--- src/hw/rtl/vn_pkg.sv ---
package vn_pkg;

    // Field widths.
    localparam int CW = 16;             // input component width
    localparam int F  = 14;             // fraction bits of a unit component
    localparam int UW = F + 2;          // unit component width
    localparam int QW = F + 1;          // unit magnitude, up to 2^F
    localparam int LW = 2 * CW;         // squared length width
    localparam int MW = CW + 1;         // component magnitude width
    localparam int SQW = 2 * CW - 1;    // squared magnitude width
    localparam int AW = 2 * CW + 2 * F + 4;  // running product width
    localparam int BW = LW + F + 3;     // signed cross term width
    localparam int SW = $clog2(F + 1);  // bit position width
    localparam int NL = 3;              // vector lanes

    // One component while its unit magnitude is resolved bit by bit.
    // a holds (2q-1)^2 * len, b holds (2q-1) * len, r holds mag^2 * 2^(2F+2).
    typedef struct packed {
        logic          neg;
        logic [QW-1:0] q;
        logic [AW-1:0] r;
        logic [AW-1:0] a;
        logic [BW-1:0] b;
    } lane_t;

    typedef struct packed {
        logic               zero;
        logic [LW-1:0]      len;
        lane_t [NL-1:0]     lane;
    } item_t;

endpackage

--- src/hw/rtl/vn_out.sv ---
module vn_out import vn_pkg::*; (
    input  logic                  aclk,
    input  logic                  aresetn,
    input  logic                  in_valid,
    output logic                  in_ready,
    input  item_t                 in_data,
    output logic                  out_valid,
    input  logic                  out_ready,
    output logic [NL-1:0][UW-1:0] out_unit,
    output logic [LW-1:0]         out_len,
    output logic                  out_zero
);

    logic                  valid_reg;
    logic [NL-1:0][UW-1:0] unit_reg, unit_next;
    logic [LW-1:0]         len_reg;
    logic                  zero_reg;

    assign in_ready = !valid_reg || out_ready;

    // Apply the sign; a zero vector gives zero components.
    always_comb begin
        for (int i = 0; i < NL; i++) begin
            if (in_data.zero) begin
                unit_next[i] = '0;
            end else if (in_data.lane[i].neg) begin
                unit_next[i] = UW'(0) - UW'(in_data.lane[i].q);
            end else begin
                unit_next[i] = UW'(in_data.lane[i].q);
            end
        end
    end

    always_ff @(posedge aclk) begin
        if (!aresetn) begin
            valid_reg <= 1'b0;
        end else if (in_ready) begin
            valid_reg <= in_valid;
        end
    end

    always_ff @(posedge aclk) begin
        if (in_ready && in_valid) begin
            unit_reg <= unit_next;
            len_reg  <= in_data.len;
            zero_reg <= in_data.zero;
        end
    end

    assign out_valid = valid_reg;
    assign out_unit  = unit_reg;
    assign out_len   = len_reg;
    assign out_zero  = zero_reg;

endmodule

--- config.mk ---
export PLATFORM = sky130hd
export DESIGN_NAME = vn_out
export DESIGN_NICKNAME = d
export VERILOG_FILES = /design/src/hw/rtl/vn_pkg.sv /design/src/hw/rtl/vn_out.sv
export SDC_FILE = /design/constraint.sdc
export NUM_CORES = 1
export LEC_CHECK = 0
export BUFFER_PORTS_ARGS = -buffer_cell sky130_fd_sc_hd__buf_2
export CORE_AREA = 2 2 270 272
export DETAILED_ROUTE_END_ITERATION = 7
export DIE_AREA = 0 0 272 274
export PLACE_DENSITY_LB_ADDON = 0.05
export SLEW_MARGIN = 40
export SYNTH_ARGS = -nofsm -noshare
export SYNTH_HDL_FRONTEND = slang
export SYNTH_SLANG_ARGS = --single-unit
--- constraint.sdc ---
create_clock -name aclk -period 3.35 [get_ports aclk]
set_clock_uncertainty 0.2 [all_clocks]
set_input_delay 0.1675 -clock aclk [delete_from_list [all_inputs] [get_ports aclk]]
set_output_delay 0.1675 -clock aclk [all_outputs]
set_load 0.02 [all_outputs]
# [After elaboration in Yosys (flattened, before gate mapping)]
# Index checks and enable logic that the tools add are counted.
[word_totals] ff_bits=82 input_bits=616 output_inout_bits=83 wordCells=24
[classes] addsub=3 mux=3 bitwise_logic=3 reduce_logical=6
[op_table] operator="1-bit by 15-bit subtractor with 16-bit output, first input constant" n=3
[op_table] operator="15-bit 2-to-1 mux" n=3
[op_table] operator="2-bit OR reduction" n=3
[op_table] operator="1-bit NOT" n=3
[op_table] operator="1-bit logical AND" n=1
[op_table] operator="1-bit zero test" n=1
[op_table] operator="1-bit logical OR" n=1

# [Longest topological paths before layout]
# Gate-level depths: netlist of the first run.
[logic_depth] word_depth=3 ltp_mapped=6 depth_no_buf=6

# [Worst setup path before layout of the first run]
# No wires, ideal clock.
[synth_path] path_kind="register to register" start="register valid_reg (netlist: out_valid)" end="register len_reg[0] (netlist: out_len[0]) (enable)" setup_ns=0.448 arrival_ns=2.541 t_required_ns=2.702 setup_slack_ns=0.161 stages_incl_launch_ff=3 n_path_buf=0 synth_period_minus_slack_ns=3.189 cell_sequence="dfxtp_1 -> nand2b_1 -> and2_1"
[synth_via] elab_chain_cells=3
[synth_rtl] item="start: declaration" line_no="vn_out.sv:14" rtl="logic valid_reg;"
[synth_rtl] item="start signal: assignment" line_no="vn_out.sv:38" rtl="valid_reg <= in_valid;"
[synth_rtl] item="1-bit zero test" line_no="vn_out.sv:19" rtl="assign in_ready = !valid_reg || out_ready;"
[synth_rtl] item="1-bit logical OR" line_no="vn_out.sv:19"
[synth_rtl] item="named net in_ready" line_no="vn_out.sv:5" rtl="output logic in_ready,"
[synth_rtl] item="1-bit logical AND" line_no="vn_out.sv:43" rtl="if (in_ready && in_valid) begin"
[synth_rtl] item="end signal: assignment" line_no="vn_out.sv:45" rtl="len_reg <= in_data.len;"
[synth_rtl] item="end: declaration" line_no="vn_out.sv:16" rtl="logic [LW-1:0] len_reg;"
# The timed path passes the listed nets, and every way through them passes these cells.
# A chain may end at the register's enable or synchronous reset.

# [Worst setup path after layout of the first run]
[layout_path] start="input port in_data[563] in the netlist's numbering" end="register unit_reg, in the netlist out_unit[42], data pin"
[layout_via] elab_chain_cells=2
[layout_rtl] item="start: declaration" line_no="vn_out.sv:6" rtl="input item_t in_data,"
[layout_rtl] item="1-bit by 15-bit subtractor with 16-bit output" line_no="vn_out.sv:27" rtl="unit_next[i] = UW'(0) - UW'(in_data.lane[i].q);"
[layout_rtl] item="15-bit 2-to-1 mux" line_no="vn_out.sv:26" rtl="end else if (in_data.lane[i].neg) begin"
[layout_rtl] item="end signal: assignment" line_no="vn_out.sv:44" rtl="unit_reg <= unit_next;"
[layout_rtl] item="end: declaration" line_no="vn_out.sv:15" rtl="logic [NL-1:0][UW-1:0] unit_reg, unit_next;"
# No other way between the ends.

==> metrics.md, run 1 <==
| Metric | Value |
|---|---|
| WP buf/inv | `3` |
| Dpl cells | `1394` |
| Crit path required time | `3270 ps` |
| Hold EP | `out_unit[1]$_SDFFCE_PP0P_` |
| Via density | `2.123` |
| Post-CTS Setup Inserts | `0` |
| P_leak | `2.364 nW` |
| Fill cell count | `8320` |
| Die Wd | `272 um` |
| Worst hold path startpoint | `in_data[178]` |
| H-tree depth | `3` |
| Worst-Skew Late Latency | `370 ps` |
| Commonest cells post-synth | `edfxtp_1, nor2_1, xor2_1, o31ai_1, or3_1` |
| Worst hold slack | `22.41 ps` |
| Most frequent cell after synthesis | `edfxtp_1` |
| CTS tree | `done` |
| Vias in the first global route | `3386` |
| Core area | `71970 um2` |
| DP HPWL | `15320 um` |
| Synth Cell Area | `3745 um2` |
| Run status | `complete, no violations` |
| Worst R2R Start | `out_valid$_SDFFE_PN0N_` |
| Critical path class | `input pin to flop` |
| GRT Overall Usage | `0.05192` |
| Clock transition at the registers of the reported paths | `70 ps` |
| FF-to-FF setup slack | `1520 ps` |
| CP max stage cell | `or4b_1` |
| Power per cell area | `411.7 nW/um2` |
| Maximum clock path buffer count | `2` |
| Synth area leader | `edfxtp_1` |
| Initial Util | `0.05203` |
| Area growth syn-to-layout | `78.48%` |
| Drt total wl | `19030 um` |
| Final min period | `2413 ps` |
| CP top delay family | `buffers and inverters` |
| Layout cells sized above 1 | `0.3988` |
| Final Hold Vio Count | `0` |
| 1st-pass router iterations | `4` |
| Worst-path cell chain | `dlygate4sd3_1 > buf_2 > inv_1 > ha_1 > or4b_1 > o31ai_1 > xor2_1 > nor2_1` |
| # port buffers | `167` |
| Synthesis Warnings | `0` |
| Worst Path Arrival | `2330 ps` |
| RSZ-0062 raised after global routing | `false` |
| First-pass GRT wire length | `26320 um` |
| Setup TNS | `0 ps` |
| Hold-fix buffers, CTS | `63` |
| Initial DRC Count | `111` |
| Initial antenna violation count | `1` |
| Period utilization | `0.7203` |
| Ports | `699` |
| Footprint of the multi-input gates | `1211 um2` |
| Asr flop ratio synth | `0` |
| CTS root buf | `clkbuf_16` |
| Maximum clock frequency | `414.4 MHz` |
| Startpoint Class | `input pin` |
| Die Y | `274 um` |
| Sequential cell area | `2452 um2` |
| Avg Cell Area, Syn | `13.52 um2` |
| Fin util | `0.09287` |
| Largest net degree at the start of global routing | `34` |
| CTS resizes | `0` |
| DRC errors left | `0` |
| Final #Nets | `1128` |
| Vias | `3129` |
| FF+latch count, synth | `82` |
| Placer congestion estimate | `0.6857` |
| Top FF cell, synth | `edfxtp_1` |
| CTS Buf Count | `9` |
| Synth area leaders | `edfxtp_1, xor2_1, nor2_1` |
| Top cell type's share of synthesized area | `0.6495` |
| R2R Path End | `out_unit[15]$_SDFFCE_PP0P_` |
| GR Overflow Total | `0` |
| Post-DRT Antenna Nets | `0` |
| CP Max Fanout | `4` |
| Seq/Total Area, Yosys | `0.6549` |
| CP Capture Type | `flop` |
| FF-to-FF path depth | `3` |
| Least-Margin Pin Slew | `628.8 ps` |
| Worst VDD drop | `155.8 uV` |
| Cell Rows | `99` |
| Net count after synthesis | `896` |
| Setup violators final | `0` |
| Routed wire per std cell | `12.91 um` |
| Hold depth | `3` |
| Synth cell types | `36` |
| Total Die Area | `74530 um2` |
| Final Non-Filler Cells | `1474` |
| Critical Path Max Stage Delay | `570 ps` |
| Post-layout power | `2.752 mW` |
| CTS sink count | `82` |
| Max-slew violations | `0` |
| Tightest Hold Check Type | `input pin to flop` |
| Max Cap Viol | `0` |
| Syn Inst Count | `277` |
| Slew Limit Headroom | `0.5808` |
| Post-synth EDFFs | `81` |
[through the flow]
| stage | worst slack, ps | area, um2 |
|---|---|---|
| 3_3_place_gp | 1088 | 5772 |
| 4_1_cts | 942.9 | 6681 |
| 2_1_floorplan | 161.2 | 3745 |
| 6_report | 937.0 | 6684 |
| 5_1_grt | 813.4 | 6684 |
| 3_5_place_dp | 1081 | 5772 |
[worst max-delay path by stage]
| stage | from | to | cells after the start |
|---|---|---|---|
| 2_1_floorplan | out_valid$_SDFFE_PN0N_ | out_len[0]$_DFFE_PP_ | 2 |
| 3_3_place_gp | in_data[177] | out_unit[14]$_SDFFCE_PP0P_ | 7 |
| 3_5_place_dp | in_data[177] | out_unit[14]$_SDFFCE_PP0P_ | 7 |
| 4_1_cts | in_data[563] | out_unit[46]$_SDFFCE_PP0P_ | 8 |
| 5_1_grt | in_data[563] | out_unit[42]$_SDFFCE_PP0P_ | 8 |
| 6_report | in_data[563] | out_unit[42]$_SDFFCE_PP0P_ | 8 |
[cell families (layout without fill, tap and decap cells)]
group,Yosys count,in the layout,share of synthesized area
buffers and inverters,22,259,0.02239
xor gates and xnor gates,34,34,0.07952
AOI/OAI and AO/OA,44,44,0.09623
muxes,4,4,0.01103
DFF,82,82,0.6549
adders and majority gates,3,3,0.01002
other,0,1,0
and+or+nand+nor,88,88,0.1260
[registers in the layout, summed over array words and instances, names as in the netlist]
signal and count:
out_valid 1, out_zero 1, out_unit 48, out_len 32
[layer usage]
| layer | wire length, um | GRT usage | vias up | part of all wire |
|---|---|---|---|---|
| met5 | 0 | 0 | - | 0 |
| met3 | 1312 | 0.02356 | 11 | 0.069 |
| met4 | 281 | 0.01778 | 0 | 0.015 |
| li1 | - | - | 1497 | - |
| met1 | 7220 | 0.05394 | 1552 | 0.38 |
| met2 | 10220 | 0.09237 | 69 | 0.54 |
[placed cells by master (no fill, tap or decap), types with 4 or more instances in the layout]
cell type | netlist | final
a21oi_1 | 5 | 5
buf_2 | 0 | 167
clkbuf_16 | 0 | 9
clkinvlp_4 | 0 | 4
dlygate4sd3_1 | 0 | 63
edfxtp_1 | 81 | 81
inv_1 | 10 | 10
nand2b_1 | 4 | 4
nor2_1 | 46 | 46
nor3_1 | 4 | 4
o21ai_0 | 9 | 9
o31ai_1 | 15 | 15
o41ai_2 | 7 | 7
or2_2 | 5 | 5
or3_1 | 12 | 12
xor2_1 | 31 | 31
[area by class of cell]
class                   instances  area share
flip-flops and latches         82      0.3669
repair buffers                233      0.2246
multi-input cells             173      0.1812
well taps                     959      0.1795
clock buffers                  10     0.03426
clock inverters                 6    0.007488
inverters                      10    0.005616
diodes                          1   0.0003744
[tightest hold or removal path: stages]
cell	delay, ps
buf_2	140
mux2i_1	80
nor2_1	80
[power breakdown]
part           leakage, nW  internal (mW)  switching (mW)
logic                 1.43          0.186           0.310
registers            0.806           1.21          0.0175
clock network        0.123          0.512           0.514
total                 2.36           1.91           0.841
No activity file was read; power rests on OpenSTA's default activity.
==> inputs of run 2 (changes only) <==
CORE_AREA = 2 2 273 275   (was 2 2 270 272)
DIE_AREA = 0 0 275 277   (was 0 0 272 274)
clock period = 2.07 ns   (was 3.35 ns; I/O delays follow)
==> run 2 against run 1 <==
  * Non-clock buffer count increased by 27
  * Routed wire length decreased by 2.8%
  * Setup slack got worse by 900 ps
  * Core utilization is 0.25 points higher
  * Critical path depth down 2
  * Clock power increased by 59%
==> metrics.md, run 2 (synthesized netlist as in run 1, its figures left out) <==
| Metric | Value |
|---|---|
| Run status | `complete, no violations` |
| Worst-Skew Late Latency | `380 ps (about the same)` |
| GRT Overall Usage | `0.05019 (-0.001725)` |
| Routed wire per std cell | `12.25 um (-5.1%)` |
| Flop pwr share | `0.446 (about the same)` |
| First-pass GRT wire length | `26230 um (-0.37%)` |
| Die Y | `277 um (+1.1%)` |
| Least-Margin Pin Slew | `512.4 ps (-116.4 ps)` |
| Ports | `699 (unchanged)` |
| Vias in the first global route | `3639 (+7.5%)` |
| Max Cap Viol | `0 (unchanged)` |
| CTS tree | `done` |
| # port buffers | `167 (unchanged)` |
| Critical path class | `input pin to flop` |
| Final Non-Filler Cells | `1511 (+2.5%)` |
| P_leak | `2.559 nW (+8.3%)` |
| Max FFs per register | `48 (unchanged)` |
| Initial DRC Count | `156 (+41%)` |
| Worst VDD drop | `402.2 uV (+160%)` |
| Slew Limit Headroom | `0.6584 (+0.07759)` |
| Startpoint Class | `input pin` |
| Final min period | `2031 ps` |
| Dpl cells | `1423 (+2.1%)` |
| Vias | `3260 (+4.2%)` |
| Drt total wl | `18510 um (-2.8%)` |
| Layout cells sized above 1 | `0.4251 (+0.02631)` |
| Cell Rows | `100 (+1.0%)` |
| CTS root buf | `clkbuf_16` |
| NetSw | `1.346 mW (+60%)` |
| DRC errors left | `0 (unchanged)` |
| Die Wd | `275 um (+1.1%)` |
| Tightest Hold Check Type | `input pin to flop` |
| Worst Setup Slack, final | `39.35 ps (-897.7 ps)` |
| 1st-pass router iterations | `4 (unchanged)` |
| GR Overflow Total | `0 (unchanged)` |
| Maximum clock path buffer count | `2 (unchanged)` |
| Worst Path Arrival | `1960 ps (-370 ps)` |
| RSZ-0062 raised after global routing | `true` |
| Final Hold Vio Count | `0 (unchanged)` |
| Clock Power Share | `0.366 (-0.007)` |
| Int Power | `3.129 mW (+64%)` |
| Crit path required time | `2000 ps (-1270 ps)` |
| Clock transition at the registers of the reported paths | `70 ps (about the same)` |
| Post-DRT Antenna Nets | `0 (unchanged)` |
| Placer congestion estimate | `0.6495 (-5.3%)` |
| Most common cell after layout, fill and taps aside | `buf_2` |
| Total Die Area | `76180 um2 (+2.2%)` |
| Via density | `2.158 (+1.6%)` |
| Setup violators final | `0 (unchanged)` |
| Commonest cells after routing, fill and taps aside | `buf_2, edfxtp_1, dlygate4sd3_1` |
| H-tree depth | `3 (unchanged)` |
| Switch share | `0.3009 (-0.004874)` |
| CTS sink count | `82 (unchanged)` |
| Maximum clock frequency | `492.5 MHz` |
| CP Max Fanout | `4 (unchanged)` |
| Power per cell area | `638.0 nW/um2 (+55%)` |
| Max-slew violations | `0 (unchanged)` |
| Initial antenna violation count | `4 (+3)` |
| Initial Util | `0.05090 (-0.001134)` |
| CTS Buf Count | `9 (unchanged)` |
| Gate power share | `0.188 (+0.008)` |
| CP Capture Type | `flop` |
| Period utilization | `0.9810` |
| DP HPWL | `14730 um (-3.9%)` |
| Area growth syn-to-layout | `87.30%` |
| Largest net degree at the start of global routing | `35 (+2.9%)` |
| Worst slack at placement | `-178.1 ps (-1259 ps)` |
| Core area | `73570 um2 (+2.2%)` |
| Final #Nets | `1155 (+2.4%)` |
run 2: changes by cell type in the layout (fill, tap and decap cells not counted), sizes merged:
cell,previous run,this run
buf,170,188
dlygate4sd3,63,70
clkinv,0,3
clkinvlp,4,1
dlymetal6s4s,0,2
clkbuf,10,9
inv,12,13
run 2: area by class of cell:
class,instances,area (um2)
fillers,8589,66560
clock buffers,9,225.2
diodes,1,2.502
multi-input cells,173,1265
inverters,10,37.54
repair buffers,260,1770
flip-flops and latches,82,2452
well taps,969,1212
clock inverters,7,48.80
run 2: critical path, cell delays in order:
cell and delay, ps:
dlygate4sd3_1 520, buf_2 160, or4_1 610, o31ai_1 320, xor2_1 190, nor2_1 60
run 2: path summary, 6_finish.rpt:
kind / depth (start not counted) / end / start / slack [ps]
max: 6 / out_unit[42]$_SDFFCE_PP0P_ / in_data[570] / 40
min: 3 / out_unit[18]$_SDFFCE_PP0P_ / in_data[372] / 40
max reg2reg: 3 / out_unit[20]$_SDFFCE_PP0P_ / out_valid$_SDFFE_PN0N_ / 540
min reg2reg: 2 / out_unit[29]$_SDFFCE_PP0P_ / out_valid$_SDFFE_PN0N_ / 660
run 2: power groups by stage:
stage	combinational (mW)	sequential (mW)	clock, mW
6_report	0.842	1.99	1.64
5_1_grt	0.928	2.01	1.82
4_1_cts	0.875	2.00	1.80
3_5_place_dp	0.759	2.03	0
3_3_place_gp	0.766	2.04	0
2_1_floorplan	0.202	2.18	0
run 2: routing by layer:
metal	global-route usage	part of all wire
met1	0.05343	0.39
met4	0.02176	0.021
met5	0	0.00038
met2	0.08910	0.54
met3	0.01708	0.055
run 2: per-stage QoR:
stage                     cell area (um2)  total power, mW  hold WS [ps]  setup TNS [ps]     util
after floorplan                      3747            2.378         2.369               0        -
after detailed placement             5952            2.790         81.86          -703.4  0.08090
after global routing                 7012            4.761         37.37          -32.60  0.09531
after CTS                            6947            4.674         10.87               0  0.09442
after global placement               5952            2.802         80.19          -941.0  0.08090
final                                7014            4.475         41.64               0  0.09534
run 2: repair_timing:
item	CTS	global route
gates resized for setup	0	13
hold endpoints to repair	75	0
setup endpoints to repair	0	13
hold buffers	72	0
buffers inserted	0	1
==> inputs of run 3 (changes only) <==
ABC_AREA = 1   (was default)
CORE_AREA = 2 2 272 274   (was 2 2 273 275)
DIE_AREA = 0 0 274 276   (was 0 0 275 277)
==> run 3 against run 2 <==
  * Register-to-register slack better by 70 ps
  * Global-route usage is 0.57 points higher
  * Via count is 11% higher
  * Synthesized area is 5.0% higher
  * Critical endpoint is now out_unit[10]$_SDFFCE_PP0P_
==> metrics.md, run 3 <==
| Metric | Value |
|---|---|
| Run status | `complete, no violations` |
| P_leak | `2.680 nW (+4.7%)` |
| Seq/Total Area, Yosys | `0.6234 (-0.03145)` |
| DRC errors left | `0 (unchanged)` |
| Maximum clock frequency | `511.4 MHz (+3.8%)` |
| Met2 routed WL | `11260 um (+14%)` |
| Worst Path Arrival | `1900 ps (-60 ps)` |
| Maximum clock path buffer count | `2 (unchanged)` |
| Synth area leader | `edfxtp_1` |
| RSZ-0062 raised after global routing | `false` |
| Synth Cell Area | `3934 um2 (+5.0%)` |
| CTS tree | `done` |
| FF-to-FF setup slack | `610 ps (+70 ps)` |
| Top FF cell, synth | `edfxtp_1` |
| Final #Nets | `1252 (+8.4%)` |
| Power per cell area | `655.1 nW/um2 (+2.7%)` |
| Max-slew violations | `0 (unchanged)` |
| Slew Limit Headroom | `0.7022 (+0.04381)` |
| Syn Inst Count | `388 (+40%)` |
| Met3 wire length | `911 um (-10%)` |
| Crit path required time | `2020 ps (+20 ps)` |
| Cell Rows | `99 (-1.0%)` |
| Largest net degree at the start of global routing | `44 (+26%)` |
| Placed Area | `5995 um2 (+0.71%)` |
| Avg Cell Area, Syn | `10.14 um2 (-25%)` |
| Layout cells sized above 1 | `0.3574 (-0.06777)` |
| Worst R2R Start | `out_valid$_SDFFE_PN0N_` |
| Worst VDD drop | `298.2 uV (-26%)` |
| Initial DRC Count | `118 (-24%)` |
| Max FFs per register | `48 (unchanged)` |
| Setup TNS | `0 ps (unchanged)` |
| Most frequent cell after synthesis | `edfxtp_1` |
| Post-route cell area | `7023 um2 (+0.12%)` |
| Post-CTS Setup Inserts | `0 (unchanged)` |
| First-pass GRT wire length | `29480 um (+12%)` |
| Placer congestion estimate | `0.6762 (+4.1%)` |
| Commonest cells post-synth | `edfxtp_1, nand2_1, nor2_1, inv_1, a21oi_1` |
| Post-layout power | `4.601 mW (+2.8%)` |
| Synth area leaders | `edfxtp_1, nand2_1, nor2_1` |
| Worst-path cell chain | `buf_2 > dlygate4sd3_1 > inv_1 > ha_1 > nand2_2 > nor2_4 > nand2_1 > nand3_1 > nand2_1 > nor2_1` |
| Worst-Skew Late Latency | `370 ps (about the same)` |
| Hold EP | `out_unit[8]$_SDFFCE_PP0P_` |
| Asr flop ratio synth | `0 (unchanged)` |
| CTS Buf Count | `9 (unchanged)` |
| Clock transition at the registers of the reported paths | `90 ps (+20 ps)` |
| DP HPWL | `16520 um (+12%)` |
| Max Cap Viol | `0 (unchanged)` |
| Initial Util | `0.05419 (+0.003292)` |
| H-tree depth | `3 (unchanged)` |
| CP Capture Type | `flop` |
| Ports | `699 (unchanged)` |
| Metal-1 WL | `8201 um (+14%)` |
| Critical Path Max Stage Delay | `570 ps (-40 ps)` |
| GR Overflow Total | `0 (unchanged)` |
| Final min period | `1956 ps (-75.09 ps)` |
| Most numerous cell on the critical path | `nand2_1` |
| Startpoint Class | `input pin` |
| Top sig layer | `met4` |
| Most common cell after layout, fill and taps aside | `buf_2` |
| Tightest Hold Check Type | `input pin to flop` |
| Vias in the first global route | `3927 (+7.9%)` |
| Commonest cells after routing, fill and taps aside | `buf_2, edfxtp_1, dlygate4sd3_1` |
| Critical path class | `input pin to flop` |
| Synthesis Warnings | `0 (unchanged)` |
| Die Wd | `274 um (-0.36%)` |
| Post-DRT Antenna Nets | `0 (unchanged)` |
| Via density | `2.265 (+5.0%)` |
| Sequential cell area | `2456 um2 (+0.15%)` |
| Initial antenna violation count | `2 (-2)` |
| R2R Path End | `out_unit[14]$_SDFFCE_PP0P_` |
| FF-to-FF path depth | `2 (-1)` |
| Routed wire per std cell | `12.90 um (+5.3%)` |
| CP max stage cell | `dlygate4sd3_1` |
| GRT Overall Usage | `0.05585 (+0.005662)` |
| CTS root buf | `clkbuf_16` |
| Die Y | `276 um (-0.36%)` |
| # port buffers | `167 (unchanged)` |
| Worst hold path startpoint | `in_data[185]` |
| CP Max Fanout | `4 (unchanged)` |
| Area growth syn-to-layout | `78.53%` |
| Setup violators final | `0 (unchanged)` |
| Top cell type's share of synthesized area | `0.6183 (-0.03119)` |
| Final Hold Vio Count | `0 (unchanged)` |
| Net count after synthesis | `1007 (+12%)` |
| Total Die Area | `75620 um2 (-0.72%)` |
| Drt total wl | `20630 um (+11%)` |
| Footprint of the multi-input gates | `1266 um2 (about the same)` |
| Vias | `3621 (+11%)` |
| Fill cell count | `8555 (-0.40%)` |
| Core area | `72590 um2 (-1.3%)` |
| Fin util | `0.09675 (+0.001412)` |
| CTS sink count | `82 (unchanged)` |
| Hold depth | `3 (unchanged)` |
| Least-Margin Pin Slew | `446.2 ps (-66.20 ps)` |
| Period utilization | `0.9447 (-0.03627)` |
| 1st-pass router iterations | `4 (unchanged)` |
| Synth cell types | `28 (-22%)` |
| Post-synth EDFFs | `81 (unchanged)` |
| FF+latch count, synth | `82 (unchanged)` |
[run 3: cell types whose count changed after synthesis, moves of 9 or more]
| cell | before | now |
|---|---|---|
| a21oi_1 | 5 | 37 |
| inv_1 | 10 | 41 |
| nand2_1 | 2 | 61 |
| nand3_1 | 1 | 29 |
| nor2_1 | 46 | 57 |
| nor2_2 | 0 | 9 |
| o21ai_0 | 9 | 19 |
| o31ai_1 | 15 | 0 |
| or3_1 | 12 | 0 |
| xor2_1 | 31 | 0 |
[run 3: worst max-delay path, delay by kind of cell]
kind,cells,cell delay (ps)
adders and majority gates,1,200
buffers and inverters,3,800
and+or+nand+nor,6,780
[run 3: worst max path at each step]
stage / slack [ps] / depth (start not counted) / endpoint / start
2_1_floorplan: -300 / 1 / out_len[0]$_DFFE_PP_ / out_valid$_SDFFE_PN0N_
3_3_place_gp: 320 / 8 / out_unit[44]$_SDFFCE_PP0P_ / in_data[563]
3_5_place_dp: 290 / 8 / out_unit[44]$_SDFFCE_PP0P_ / in_data[563]
4_1_cts: 0.2 / 9 / out_unit[15]$_SDFFCE_PP0P_ / in_data[181]
5_1_grt: 20 / 10 / out_unit[10]$_SDFFCE_PP0P_ / in_data[177]
6_report: 110 / 10 / out_unit[10]$_SDFFCE_PP0P_ / in_data[177]
[run 3: what timing repair did]
action	in CTS	in global routing
hold buffers	72	0
resized for setup	0	5
endpoints found under the hold margin	73	0
setup endpoints to repair	0	1
[run 3: layout make-up]
class,count,share of cell area
Antenna cell,2,0.0007126
Clock buffer,9,0.03207
Clock inverter,7,0.01033
Inverter,45,0.02405
Multi-Input combinational cell,251,0.1803
Sequential cell,82,0.3497
Tap cell,959,0.1709
Timing Repair Buffer,244,0.2320
[run 3: routing by layer]
metal | vias to the layer above | GRT usage
met1 | 1738 | 0.06070
li1 | 1812 | -
met3 | 10 | 0.01702
met5 | - | 0
met2 | 61 | 0.1031
met4 | 0 | 0.01589
[run 3: kinds of logic (layout without fill, tap and decap cells)]
| logic type | after synthesis | after routing | synth area share |
|---|---|---|---|
| other | 0 | 2 | 0 |
| buffers and inverters | 55 | 305 | 0.06139 |
| flip-flops | 82 | 82 | 0.6234 |
| adder cells (fa/ha/maj) | 3 | 3 | 0.009543 |
| AO/OA/AOI/OAI | 65 | 65 | 0.08874 |
| AND/OR/NAND/NOR | 183 | 183 | 0.2169 |
[run 3: stage by stage]
stage | hold WS (ps) | setup slack, ps | std cells
3_3_place_gp | 85.17 | 316.9 | 1510
6_report | 10.46 | 114.4 | 1599
5_1_grt | 28.93 | 22.46 | 1599
3_5_place_dp | 82.02 | 293.7 | 1510
2_1_floorplan | 2.369 | -301.3 | 388
4_1_cts | 5.257 | 0.2487 | 1598
[run 3: where the power goes]
group	switching, mW	internal (mW)	total [mW]
combinational	0.526	0.307	0.833
clock	0.924	0.853	1.78
sequential	0.0337	1.96	1.99
